## src/rtl/mee_pkg.sv

```systemverilog
// shared constants for the midpoint ellipse generator
// no dependencies; compiled first
`default_nettype none

package mee_pkg;

   localparam int RADIUS_BITS_DEF = 10;
   localparam int COORD_BITS_DEF  = 11;
   localparam int PIX_BITS        = 13;

   localparam logic MODE_START = 1'b0;
   localparam logic MODE_STEP  = 1'b1;

endpackage : mee_pkg

`default_nettype wire

```

## src/rtl/mee_if.sv

```systemverilog
// request and response channel interfaces of the midpoint ellipse generator
// depends on mee_pkg
`default_nettype none

interface mee_req_if #(
   parameter int RADIUS_BITS = mee_pkg::RADIUS_BITS_DEF,
   parameter int COORD_BITS  = mee_pkg::COORD_BITS_DEF
);
   logic                   valid;
   logic                   ready;
   logic                   mode;
   logic [RADIUS_BITS-1:0] radius_x;
   logic [RADIUS_BITS-1:0] radius_y;
   logic [COORD_BITS-1:0]  center_x;
   logic [COORD_BITS-1:0]  center_y;

   modport source (output valid, mode, radius_x, radius_y, center_x, center_y,
                   input ready);
   modport sink   (input valid, mode, radius_x, radius_y, center_x, center_y,
                   output ready);
endinterface : mee_req_if

interface mee_rsp_if;
   logic                                valid;
   logic                                ready;
   logic signed [mee_pkg::PIX_BITS-1:0] pixel_x;
   logic signed [mee_pkg::PIX_BITS-1:0] pixel_y;
   logic                                last_point;
   logic                                final_step;

   modport source (output valid, pixel_x, pixel_y, last_point, final_step,
                   input ready);
   modport sink   (input valid, pixel_x, pixel_y, last_point, final_step,
                   output ready);
endinterface : mee_rsp_if

`default_nettype wire

```

## src/rtl/mee_mul.sv

```systemverilog
// shared unsigned multiplier with a registered product
// no package dependencies
`default_nettype none

module mee_mul #(
   parameter int OP_W = 24
) (
   input  wire logic              clock,
   input  wire logic [OP_W-1:0]   op_a,
   input  wire logic [OP_W-1:0]   op_b,
   output logic      [2*OP_W-1:0] product
);

   logic [2*OP_W-1:0] product_ff;
   logic [2*OP_W-1:0] product_in;

   assign product_in = op_a * op_b;
   assign product    = product_ff;

   always_ff @(posedge clock) begin
      product_ff <= product_in;
   end

endmodule : mee_mul

`default_nettype wire

```

## src/rtl/midpoint_ellipse_generator.sv

```systemverilog
// Midpoint ellipse rasteriser. A start request (mode 0) latches both radii and the centre and
// sets up the region-one decision term; it gives no response and also runs the region-two
// setup when a zero radius sends it straight into region two. Each step request (mode 1)
// gives the four symmetric points of the current position, the fourth marked last_point, all
// four marked final_step on the step that ends the ellipse. A region-one step runs two update
// states, a region check and a finish state before its four points, with the region-two setup
// after the check on the step that crosses into region two; a region-two step skips the check,
// and a step while idle is dropped. All squares and the region-two setup products go through
// one registered multiplier. Decision values are exact, scaled by four.
// depends on mee_pkg, mee_if, mee_mul
`default_nettype none

module midpoint_ellipse_generator #(
   parameter int RADIUS_BITS = mee_pkg::RADIUS_BITS_DEF,
   parameter int COORD_BITS  = mee_pkg::COORD_BITS_DEF
) (
   input wire logic clock,
   input wire logic reset,
   mee_req_if.sink  req,
   mee_rsp_if.source rsp
);

   import mee_pkg::*;

   localparam int RB = RADIUS_BITS;
   localparam int CB = COORD_BITS;
   localparam int XW = RB + 2;           // position x, unsigned
   localparam int YW = RB + 2;           // position y, signed
   localparam int QW = 2 * RB;           // radius squared
   localparam int MA = 2 * RB + 4;       // multiplier operand
   localparam int DW = 2 * MA;           // decision and product
   localparam int SW = 3 * RB + 4;       // slopes, signed
   localparam int EW = PIX_BITS + CB + XW;

   typedef enum logic [4:0] {
      ST_IDLE, ST_RX2, ST_RY2, ST_RXRY, ST_INIT, ST_CHECK,
      ST_R2A, ST_R2B, ST_R2C, ST_R2D, ST_R2E, ST_R2F,
      ST_S1A, ST_S1B, ST_S2A, ST_S2B, ST_FIN, ST_EMIT
   } state_type;

   state_type             state_ff, state_in;
   logic [RB-1:0]         rx_ff, rx_in, ry_ff, ry_in;
   logic [CB-1:0]         cx_ff, cx_in, cy_ff, cy_in;
   logic [QW-1:0]         rx2_ff, rx2_in, ry2_ff, ry2_in;
   logic [XW-1:0]         x_ff, x_in, ox_ff, ox_in;
   logic signed [YW-1:0]  y_ff, y_in, oy_ff, oy_in;
   logic signed [SW-1:0]  dx_ff, dx_in, dy_ff, dy_in;
   logic signed [DW-1:0]  dec_ff, dec_in;
   logic                  region2_ff, region2_in;
   logic                  active_ff, active_in;
   logic                  step_ff, step_in;
   logic                  flag_ff, flag_in;
   logic                  fin_ff, fin_in;
   logic [1:0]            cnt_ff, cnt_in;

   logic [MA-1:0]         mul_a, mul_b;
   logic [DW-1:0]         product;
   logic signed [DW-1:0]  prod_d, rx2_d, ry2_d, dx_d, dy_d;
   logic signed [SW-1:0]  two_rx2, two_ry2;
   logic signed [YW:0]    ty;
   logic [MA-1:0]         tx_abs, ty_abs;
   logic                  dec_neg, dec_pos;
   logic [EW-1:0]         ext_cx, ext_cy, ext_x, ext_y, sum_x, sum_y;

   mee_mul #(.OP_W(MA)) u_mul (
      .clock  (clock),
      .op_a   (mul_a),
      .op_b   (mul_b),
      .product(product)
   );

   assign prod_d  = product;
   assign rx2_d   = DW'(rx2_ff);
   assign ry2_d   = DW'(ry2_ff);
   assign dx_d    = DW'(dx_ff);
   assign dy_d    = DW'(dy_ff);
   assign two_rx2 = SW'({rx2_ff, 1'b0});
   assign two_ry2 = SW'({ry2_ff, 1'b0});
   assign ty      = YW'(y_ff) - (YW+1)'(1);
   assign ty_abs  = ty[YW] ? MA'(-ty) : MA'(ty);
   assign tx_abs  = MA'({x_ff, 1'b1});
   assign dec_neg = dec_ff[DW-1];
   assign dec_pos = !dec_ff[DW-1] && (dec_ff != '0);

   // multiplier operands; the registered product shows up in the next state
   always_comb begin
      mul_a = '0;
      mul_b = '0;
      case (state_ff)
         ST_RX2:  begin mul_a = MA'(rx_ff);  mul_b = MA'(rx_ff); end
         ST_RY2:  begin mul_a = MA'(ry_ff);  mul_b = MA'(ry_ff); end
         ST_RXRY: begin mul_a = MA'(rx2_ff); mul_b = MA'(ry_ff); end
         ST_R2A:  begin mul_a = tx_abs;      mul_b = tx_abs; end
         ST_R2B:  begin mul_a = MA'(ry2_ff); mul_b = product[MA-1:0]; end
         ST_R2C:  begin mul_a = ty_abs;      mul_b = ty_abs; end
         ST_R2D:  begin mul_a = MA'(rx2_ff); mul_b = product[MA-1:0]; end
         ST_R2E:  begin mul_a = MA'(rx2_ff); mul_b = MA'(ry2_ff); end
         default: begin mul_a = '0;          mul_b = '0; end
      endcase
   end

   always_comb begin
      state_in   = state_ff;
      rx_in      = rx_ff;
      ry_in      = ry_ff;
      cx_in      = cx_ff;
      cy_in      = cy_ff;
      rx2_in     = rx2_ff;
      ry2_in     = ry2_ff;
      x_in       = x_ff;
      y_in       = y_ff;
      ox_in      = ox_ff;
      oy_in      = oy_ff;
      dx_in      = dx_ff;
      dy_in      = dy_ff;
      dec_in     = dec_ff;
      region2_in = region2_ff;
      active_in  = active_ff;
      step_in    = step_ff;
      flag_in    = flag_ff;
      fin_in     = fin_ff;
      cnt_in     = cnt_ff;
      case (state_ff)
         ST_IDLE: begin
            if (req.valid) begin
               if (req.mode == MODE_START) begin
                  rx_in    = req.radius_x;
                  ry_in    = req.radius_y;
                  cx_in    = req.center_x;
                  cy_in    = req.center_y;
                  step_in  = 1'b0;
                  state_in = ST_RX2;
               end else if (active_ff) begin
                  ox_in    = x_ff;
                  oy_in    = y_ff;
                  step_in  = 1'b1;
                  state_in = region2_ff ? ST_S2A : ST_S1A;
               end
            end
         end
         ST_RX2: begin
            state_in = ST_RY2;
         end
         ST_RY2: begin
            rx2_in   = product[QW-1:0];
            state_in = ST_RXRY;
         end
         ST_RXRY: begin
            ry2_in   = product[QW-1:0];
            dec_in   = (prod_d <<< 2) + rx2_d;
            state_in = ST_INIT;
         end
         ST_INIT: begin
            dy_in      = SW'({product[SW-2:0], 1'b0});
            dec_in     = dec_ff - (prod_d <<< 2);
            dx_in      = '0;
            x_in       = '0;
            y_in       = YW'(ry_ff);
            region2_in = 1'b0;
            active_in  = 1'b1;
            state_in   = ST_CHECK;
         end
         ST_CHECK: begin
            if (!region2_ff && !(dx_ff < dy_ff)) begin
               state_in = ST_R2A;
            end else begin
               state_in = step_ff ? ST_FIN : ST_IDLE;
            end
         end
         ST_R2A: begin
            state_in = ST_R2B;
         end
         ST_R2B: begin
            state_in = ST_R2C;
         end
         ST_R2C: begin
            dec_in   = prod_d;
            state_in = ST_R2D;
         end
         ST_R2D: begin
            state_in = ST_R2E;
         end
         ST_R2E: begin
            dec_in   = dec_ff + (prod_d <<< 2);
            state_in = ST_R2F;
         end
         ST_R2F: begin
            dec_in     = dec_ff - (prod_d <<< 2);
            region2_in = 1'b1;
            state_in   = step_ff ? ST_FIN : ST_IDLE;
         end
         // region one: flag marks a horizontal move only
         ST_S1A: begin
            flag_in = dec_neg;
            dx_in   = dx_ff + two_ry2;
            x_in    = x_ff + XW'(1);
            if (!dec_neg) begin
               y_in  = y_ff - YW'(1);
               dy_in = dy_ff - two_rx2;
            end
            state_in = ST_S1B;
         end
         ST_S1B: begin
            dec_in   = dec_ff + (dx_d <<< 2) + (ry2_d <<< 2)
                       - (flag_ff ? DW'(0) : (dy_d <<< 2));
            state_in = ST_CHECK;
         end
         // region two: flag marks a vertical move only
         ST_S2A: begin
            flag_in = dec_pos;
            y_in    = y_ff - YW'(1);
            dy_in   = dy_ff - two_rx2;
            if (!dec_pos) begin
               x_in  = x_ff + XW'(1);
               dx_in = dx_ff + two_ry2;
            end
            state_in = ST_S2B;
         end
         ST_S2B: begin
            dec_in   = dec_ff + (rx2_d <<< 2) - (dy_d <<< 2)
                       + (flag_ff ? DW'(0) : (dx_d <<< 2));
            state_in = ST_FIN;
         end
         ST_FIN: begin
            active_in = !(region2_ff && y_ff[YW-1]);
            fin_in    = region2_ff && y_ff[YW-1];
            cnt_in    = '0;
            state_in  = ST_EMIT;
         end
         ST_EMIT: begin
            if (rsp.ready) begin
               cnt_in = cnt_ff + 2'd1;
               if (cnt_ff == 2'd3) begin
                  state_in = ST_IDLE;
               end
            end
         end
         default: begin
            state_in = ST_IDLE;
         end
      endcase
   end

   always_ff @(posedge clock) begin
      if (reset) begin
         state_ff  <= ST_IDLE;
         active_ff <= 1'b0;
         cnt_ff    <= '0;
      end else begin
         state_ff  <= state_in;
         active_ff <= active_in;
         cnt_ff    <= cnt_in;
      end
      rx_ff      <= rx_in;
      ry_ff      <= ry_in;
      cx_ff      <= cx_in;
      cy_ff      <= cy_in;
      rx2_ff     <= rx2_in;
      ry2_ff     <= ry2_in;
      x_ff       <= x_in;
      y_ff       <= y_in;
      ox_ff      <= ox_in;
      oy_ff      <= oy_in;
      dx_ff      <= dx_in;
      dy_ff      <= dy_in;
      dec_ff     <= dec_in;
      region2_ff <= region2_in;
      step_ff    <= step_in;
      flag_ff    <= flag_in;
      fin_ff     <= fin_in;
   end

   // point order: bit 0 mirrors x, bit 1 mirrors y
   assign ext_cx = EW'(cx_ff);
   assign ext_cy = EW'(cy_ff);
   assign ext_x  = EW'(ox_ff);
   assign ext_y  = EW'(oy_ff);
   assign sum_x  = cnt_ff[0] ? (ext_cx - ext_x) : (ext_cx + ext_x);
   assign sum_y  = cnt_ff[1] ? (ext_cy - ext_y) : (ext_cy + ext_y);

   assign req.ready      = (state_ff == ST_IDLE);
   assign rsp.valid      = (state_ff == ST_EMIT);
   assign rsp.pixel_x    = sum_x[PIX_BITS-1:0];
   assign rsp.pixel_y    = sum_y[PIX_BITS-1:0];
   assign rsp.last_point = (cnt_ff == 2'd3);
   assign rsp.final_step = fin_ff;

endmodule : midpoint_ellipse_generator

`default_nettype wire

```

## src/flat_wrapper.sv

```systemverilog
// flat-port wrapper written by rule: the top's interface ports become plain ports
module midpoint_ellipse_generator_flat import mee_pkg::*;
#(
   parameter int RADIUS_BITS = mee_pkg::RADIUS_BITS_DEF,
   parameter int COORD_BITS  = mee_pkg::COORD_BITS_DEF
)
  (clock, reset, req_valid, req_mode, req_radius_x, req_radius_y, req_center_x, req_center_y, req_ready, rsp_valid, rsp_pixel_x, rsp_pixel_y, rsp_last_point, rsp_final_step, rsp_ready);
  mee_req_if #(.RADIUS_BITS(RADIUS_BITS), .COORD_BITS(COORD_BITS)) req_i ();
  mee_rsp_if rsp_i ();
  input wire logic clock;
  input wire logic reset;
  input wire logic [$bits(req_i.valid)-1:0] req_valid;
  input wire logic [$bits(req_i.mode)-1:0] req_mode;
  input wire logic [$bits(req_i.radius_x)-1:0] req_radius_x;
  input wire logic [$bits(req_i.radius_y)-1:0] req_radius_y;
  input wire logic [$bits(req_i.center_x)-1:0] req_center_x;
  input wire logic [$bits(req_i.center_y)-1:0] req_center_y;
  output wire logic [$bits(req_i.ready)-1:0] req_ready;
  output wire logic [$bits(rsp_i.valid)-1:0] rsp_valid;
  output wire logic [$bits(rsp_i.pixel_x)-1:0] rsp_pixel_x;
  output wire logic [$bits(rsp_i.pixel_y)-1:0] rsp_pixel_y;
  output wire logic [$bits(rsp_i.last_point)-1:0] rsp_last_point;
  output wire logic [$bits(rsp_i.final_step)-1:0] rsp_final_step;
  input wire logic [$bits(rsp_i.ready)-1:0] rsp_ready;
  assign req_i.valid = req_valid;
  assign req_i.mode = req_mode;
  assign req_i.radius_x = req_radius_x;
  assign req_i.radius_y = req_radius_y;
  assign req_i.center_x = req_center_x;
  assign req_i.center_y = req_center_y;
  assign req_ready = req_i.ready;
  assign rsp_valid = rsp_i.valid;
  assign rsp_pixel_x = rsp_i.pixel_x;
  assign rsp_pixel_y = rsp_i.pixel_y;
  assign rsp_last_point = rsp_i.last_point;
  assign rsp_final_step = rsp_i.final_step;
  assign rsp_i.ready = rsp_ready;
  midpoint_ellipse_generator #(.RADIUS_BITS(RADIUS_BITS), .COORD_BITS(COORD_BITS)) u_core (.clock(clock), .reset(reset), .req(req_i), .rsp(rsp_i));
endmodule
```

## config.mk

```make
export PLATFORM = sky130hd
export DESIGN_NAME = midpoint_ellipse_generator_flat
export DESIGN_NICKNAME = d
export VERILOG_FILES = /design/src/rtl/mee_pkg.sv /design/src/rtl/mee_if.sv /design/src/rtl/mee_mul.sv /design/src/rtl/midpoint_ellipse_generator.sv /design/src/flat_wrapper.sv
export SDC_FILE = /design/constraint.sdc
export NUM_CORES = 2
export LEC_CHECK = 0
export BUFFER_PORTS_ARGS = -buffer_cell sky130_fd_sc_hd__buf_2
export CORE_MARGIN = 4
export CORE_UTILIZATION = 30
export CTS_BUF_LIST = sky130_fd_sc_hd__clkbuf_8
export CTS_CLUSTER_SIZE = 16
export DETAILED_ROUTE_END_ITERATION = 16
export MAX_ROUTING_LAYER = met4
export PLACE_DENSITY = 0.54
export SYNTH_ARGS = -nofsm -noshare
export SYNTH_HDL_FRONTEND = slang
export SYNTH_HIERARCHICAL = 1
export SYNTH_SLANG_ARGS = --single-unit
```

## constraint.sdc

```tcl
create_clock -name clock -period 24.1 [get_ports clock]
set_clock_uncertainty 0.2 [all_clocks]
set_input_delay 7.23 -clock clock [delete_from_list [all_inputs] [get_ports clock]]
set_output_delay 7.23 -clock clock [all_outputs]
set_load 0.02 [all_outputs]
```

# After elaboration in Yosys (flattened, before gate mapping)
# Index checks and enable logic that the tools add are counted.
[word_totals]
wordCells = 127
out_inout_bits = 30
regBits = 306
inputBits = 47
[classes]
add_sub_neg = 20
n_eq_ne = 25
magnitude_cmp = 1
n_mul = 1
bitwise = 1
n_reduce_logical = 27
muxes = 31
[op_table]
columns = ["cell", "n"]
rows = [
  ["case mux 24 bit (6 select lines)", 2],
  ["case mux 48 bit (6 select lines)", 1],
  ["case mux 34 bit (3 select lines)", 2],
  ["adder 48 x 23 -> 48 bit", 2],
  ["adder 48 bit", 2],
  ["two-way mux 48 bit", 2],
  ["subtractor 48 bit", 2],
  ["case mux 5 bit (17 select lines)", 1],
  ["case mux 12 bit (3 select lines)", 2],
  ["two-way mux 34 bit", 2],
  ["adder 48 x 21 -> 48 bit", 1],
  ["adder 48 x 36 -> 48 bit", 1],
  ["multiplier 24 x 24 -> 48 bit", 1],
  ["nonzero test 48 bit", 1],
  ["subtractor 48 x 36 -> 48 bit", 1],
  ["== test 5 x 4 -> 1 bit, second input constant", 8],
  ["two-way mux 5 bit", 7],
  ["adder 34 x 22 -> 34 bit", 1],
  ["< comparator 34 bit", 1],
  ["subtractor 34 x 22 -> 34 bit", 1],
  ["two-way mux 13 bit", 2],
  ["two-way mux 12 bit", 2],
  ["two-way mux 24 bit", 1],
  ["negation 13 -> 24 bit", 1],
  ["other kinds (32)", 59],
]

# Longest topological paths before layout
[depth]
depth_word = 5
depth_mapped = 40
ltp_nobuf = 37

# Modules after synthesis
# Netlist, hierarchy kept.
[by_module_without_submodules]
columns = ["module", "instances", "area_each_um2", "cells_each", "seq_area_each_um2"]
rows = [
  ["midpoint_ellipse_generator", 1, 30779.5, 3626, 7607.3],
  ["mee_mul", 1, 20090.5, 2241, 960.9],
]

# Worst setup path before layout
# No wires, ideal clock.
[synth_timing]
path_kind = "register -> output"
startpoint = "register u_core.cnt_ff[1]"
endpoint = "output port rsp_pixel_y[12]"
path_stages_with_launch = 13
required_time_ns = 16.670
arrival_ns = 3.050
n_path_buf = 1
slack_ns = 13.620
path_cell_list = "dfxtp_1 clkbuf_1 mux2i_1 fa_1 a21o_1 a21oi_1 o21ai_0 a21oi_1 o21ai_0 a21oi_1 nor2b_1 o21a_1 a311oi_1"
[synth_between]
elab_chain_len = 1
[synth_rtl]
columns = ["element", "line_no", "rtl"]
rows = [
  ["from (decl)", "midpoint_ellipse_generator.sv:54", "logic [1:0] cnt_ff, cnt_in;"],
  ["from (signal assigned)", "midpoint_ellipse_generator.sv:252", "cnt_ff <= cnt_in;"],
  ["two-way mux 13 bit", "midpoint_ellipse_generator.sv:279", "assign sum_y = cnt_ff[1] ? (ext_cy - ext_y) : (ext_cy + ext_y);"],
  ["to (decl)", "flat_wrapper.sv:21", "output wire logic [$bits(rsp_i.pixel_y)-1:0] rsp_pixel_y;"],
]
# Every way passes these cells.

# Worst setup path after layout
[layout_timing]
startpoint = "register u_core.oy_ff[0]"
endpoint = "output port rsp_pixel_y[9]"
[layout_between]
elab_chain_len = 2
elab_cells_between_ends = 3
cone_classes = "2 x add/sub; 1 x mux"
[layout_rtl]
columns = ["element", "line_no", "rtl"]
rows = [
  ["from (decl)", "midpoint_ellipse_generator.sv:46", "logic signed [YW-1:0] y_ff, y_in, oy_ff, oy_in;"],
  ["from (signal assigned)", "midpoint_ellipse_generator.sv:263", "oy_ff <= oy_in;"],
  ["adder 12 x 12 -> 13 bit / subtractor 12 x 12 -> 13 bit (equally long branches)", "midpoint_ellipse_generator.sv:279", ""],
  ["two-way mux 13 bit (*)", "midpoint_ellipse_generator.sv:279", ""],
]
# Mark *: on every way between the ends. The rest lies on a longest branch, timed or not.

==> impl_metrics.py <==
metrics = {
    "clocking": {
        "clock-root-buffer": "clkbuf_8",
        "ctsHoldBuffers": 0,
        "h-tree-depth": 2,
        "cts_tree": "built",
        "cts_sinks": 304,
        "cts.reportedPaths.clkPinSlew_ns": 0.06,
        "postCtsSetupBuffers": 0,
        "cts.repair.resized": 0,
        "cts_buffers": 61,
        "max-clock-path-buffers": 3,
        "insertion_delay_ns": 0.77,
    },
    "detailed_routing": {
        "firstDrtPassIters": 8,
        "drtIter0Drc": 4235,
        "viasPerCell": 5.24,
        "post-route-drc-count": 0,
        "drt_wl_total_um": 172000,
        "route.antenna.remaining_nets": 0,
        "routedWlPerCell_um": 21.2,
        "vias": 42500,
    },
    "synth": {
        "yosys_warnings": 6,
        "synth_area_sq_um": 50900,
        "synthArstFlopShare_pct": 0,
        "synth_cell_types": 96,
        "syn_avg_cell_area_sq_um": 8.67,
        "ys.flop_type": "edfxtp_1",
        "ys_seq_elements": 304,
        "syn-instance-count": 5867,
        "yosysSeqAreaShare_pct": 16.8,
        "synth-edff-count": 248,
    },
    "floorplanning": {
        "die_h_um": 420,
        "start_util_pct": 30.3,
        "die-area_sq_um": 176000,
        "die_w_um": 420,
        "io_pins": 77,
        "core_region_area_sq_um": 168000,
        "num_rows": 150,
    },
    "grt": {
        "grt_pass1_vias": 42700,
        "gr-total-overflow": 0,
        "antenna_found_initial": 8,
        "grt_pass1_wl_um": 264000,
        "grt_max_degree": 75,
        "grtUsageTotal_pct": 19.9,
    },
    "final_layout": {
        "drive_gt1_share_pct": 5.40,
        "stdcell_count": 8114,
        "syn2layout_area_growth_pct": 8.42,
        "fillers": 17600,
        "nets": 7004,
    },
    "placement": {
        "place_congestion": 0.971,
        "io_buffers": 76,
        "place_inst": 7999,
        "dpl_worst_slack_ns": 13.16,
        "hpwl_um": 137000,
    },
    "critical_path": {
        "path_buf_inv": 2,
        "required_ns": 16.67,
        "start_kind": "flip-flop",
        "critical_path.top_delay_family": "compound AO/OA/AOI/OAI gates",
        "slowest_delay_ns": 0.44,
        "ff2ff_path_depth": 31,
        "crit_path_frequent_cell": "o21ai_0",
        "endpoint_kind": "primary output",
        "arrival_ns": 4.08,
        "path_depth": 15,
        "worst-setup-path-type": "reg2out",
        "cp_max_fo": 4,
        "critPathSlowestCell": "edfxtp_1",
        "crit_chain": "inv_1 -> ha_1 -> mux2i_1 -> ha_1 -> nor2b_1 -> o21ai_0 -> a21boi_0 -> o21ai_0 -> a21boi_0 -> o21ai_0 -> a21boi_0 -> o21ai_0 -> nor2b_1 -> xnor2_1 -> buf_2",
    },
    "outcome": {
        "status": "finished clean",
    },
    "min_path": {
        "min_path_type": "reg2reg",
        "hold_path_depth": 0,
    },
    "timing": {
        "slew-limit-headroom_pct": 26.8,
        "hold_slack_ns": 0.314,
        "worst_slew_pin_slew_ns": 1.10,
        "max_freq_ghz": 0.0869,
        "fin_setup_tns_ns": 0,
        "slew_violations": 0,
        "finalHoldViolCount": 0,
        "period_needed_ns": 11.51,
        "fin_crit_sh_pct": 47.8,
        "setup_viol": 0,
        "layout_setup_ws_ns": 12.59,
        "rsz0062_at_grt": "false",
    },
    "job": {
        "drv_cap": 0,
    },
}
sequential cells by signal, summed over array words and instances (netlist names), 12 cells and up:
signal                count
u_core/x_ff              12
u_core/rx2_ff            20
u_core/u_mul/product     48
u_core/y_ff              12
u_core/ox_ff             12
u_core/dx_ff             33
u_core/dec_ff            48
u_core/dy_ff             33
u_core/ry2_ff            20
u_core/oy_ff             12
final timing paths:
kind,start,to,slack [ns]
setup / recovery,u_core/oy_ff[0],rsp_pixel_y[9],12.59
hold / removal,u_core/y_ff[1],u_core/oy_ff[1],0.31
setup reg to reg,u_core/y_ff[0],u_core/u_mul/product[42],13.04
hold reg to reg,u_core/y_ff[1],u_core/oy_ff[1],0.31
cell usage in the layout (no fill, tap or decap), types with 128 or more instances in the layout:
| cell | synthesis | layout |
|---|---|---|
| inv_1 | 980 | 994 |
| nor2_1 | 298 | 291 |
| nand2_1 | 559 | 558 |
| and2_1 | 323 | 323 |
| edfxtp_1 | 248 | 248 |
| xor2_1 | 152 | 152 |
| xnor2_1 | 206 | 206 |
| a21oi_1 | 305 | 305 |
| a21o_1 | 128 | 128 |
| ha_1 | 483 | 483 |
| o21ai_0 | 232 | 231 |
| fa_1 | 616 | 616 |
metrics by stage:
stage                     utilization, %  area, sq um
after global routing                32.9        55200
final                               32.9        55200
after CTS                           32.9        55100
after global placement              32.1        53900
after floorplan                        -        51000
after detailed placement            32.1        53900
logic make-up (layout without fill, tap and decap cells):
kind of cell / after synthesis / count (layout) / synth area share, %
other cells: 1 / 26 / 0.00737
simple gates: 1735 / 1735 / 16.9
xor+xnor: 358 / 358 / 6.16
fa+ha+maj: 1099 / 1099 / 36.1
compound gates: 1113 / 1113 / 14.4
buf+inv: 1241 / 1259 / 9.20
mux: 16 / 16 / 0.320
flops: 304 / 304 / 16.8
layer usage:
layer	wire, um	track usage (%)
met5	0	-
met4	4370	4.82
met3	13900	2.63
met2	72200	28.8
met1	81400	29.2
cells in the mapped netlist, drive strengths merged, types with 152 or more instances:
cell type / number / area, sq um
a21oi: 309 / 1560
fa: 616 / 12300
and2: 324 / 2030
nor2: 298 / 1120
o21ai: 243 / 1220
xnor2: 206 / 1800
ha: 483 / 6040
clkbuf: 244 / 920
xor2: 152 / 1330
nand2: 559 / 2100
edfxtp: 248 / 7450
inv: 980 / 3680
worst reg2reg max path: cells and delay by family (launching register included):
family	cells	cell delay (ns)
flops	1	0.56
simple gates	6	2.70
fa+ha+maj	9	4.23
xor+xnor	2	0.28
compound gates	9	2.53
buf+inv	5	0.40
layout make-up:
class,instances,area (sq um),area share (%)
diodes,2,5.00,0.00907
clock buffers,64,881,1.60
clock inverters,49,403,0.731
inverters,980,3680,6.67
multi-input cells,4345,37800,68.5
flip-flops and latches,304,8570,15.5
well taps,2204,2760,5.00
repair buffers,166,1060,1.91
Power is not shown: default switching activity piles up to over one toggle a cycle in this logic, so the estimate is an artifact.
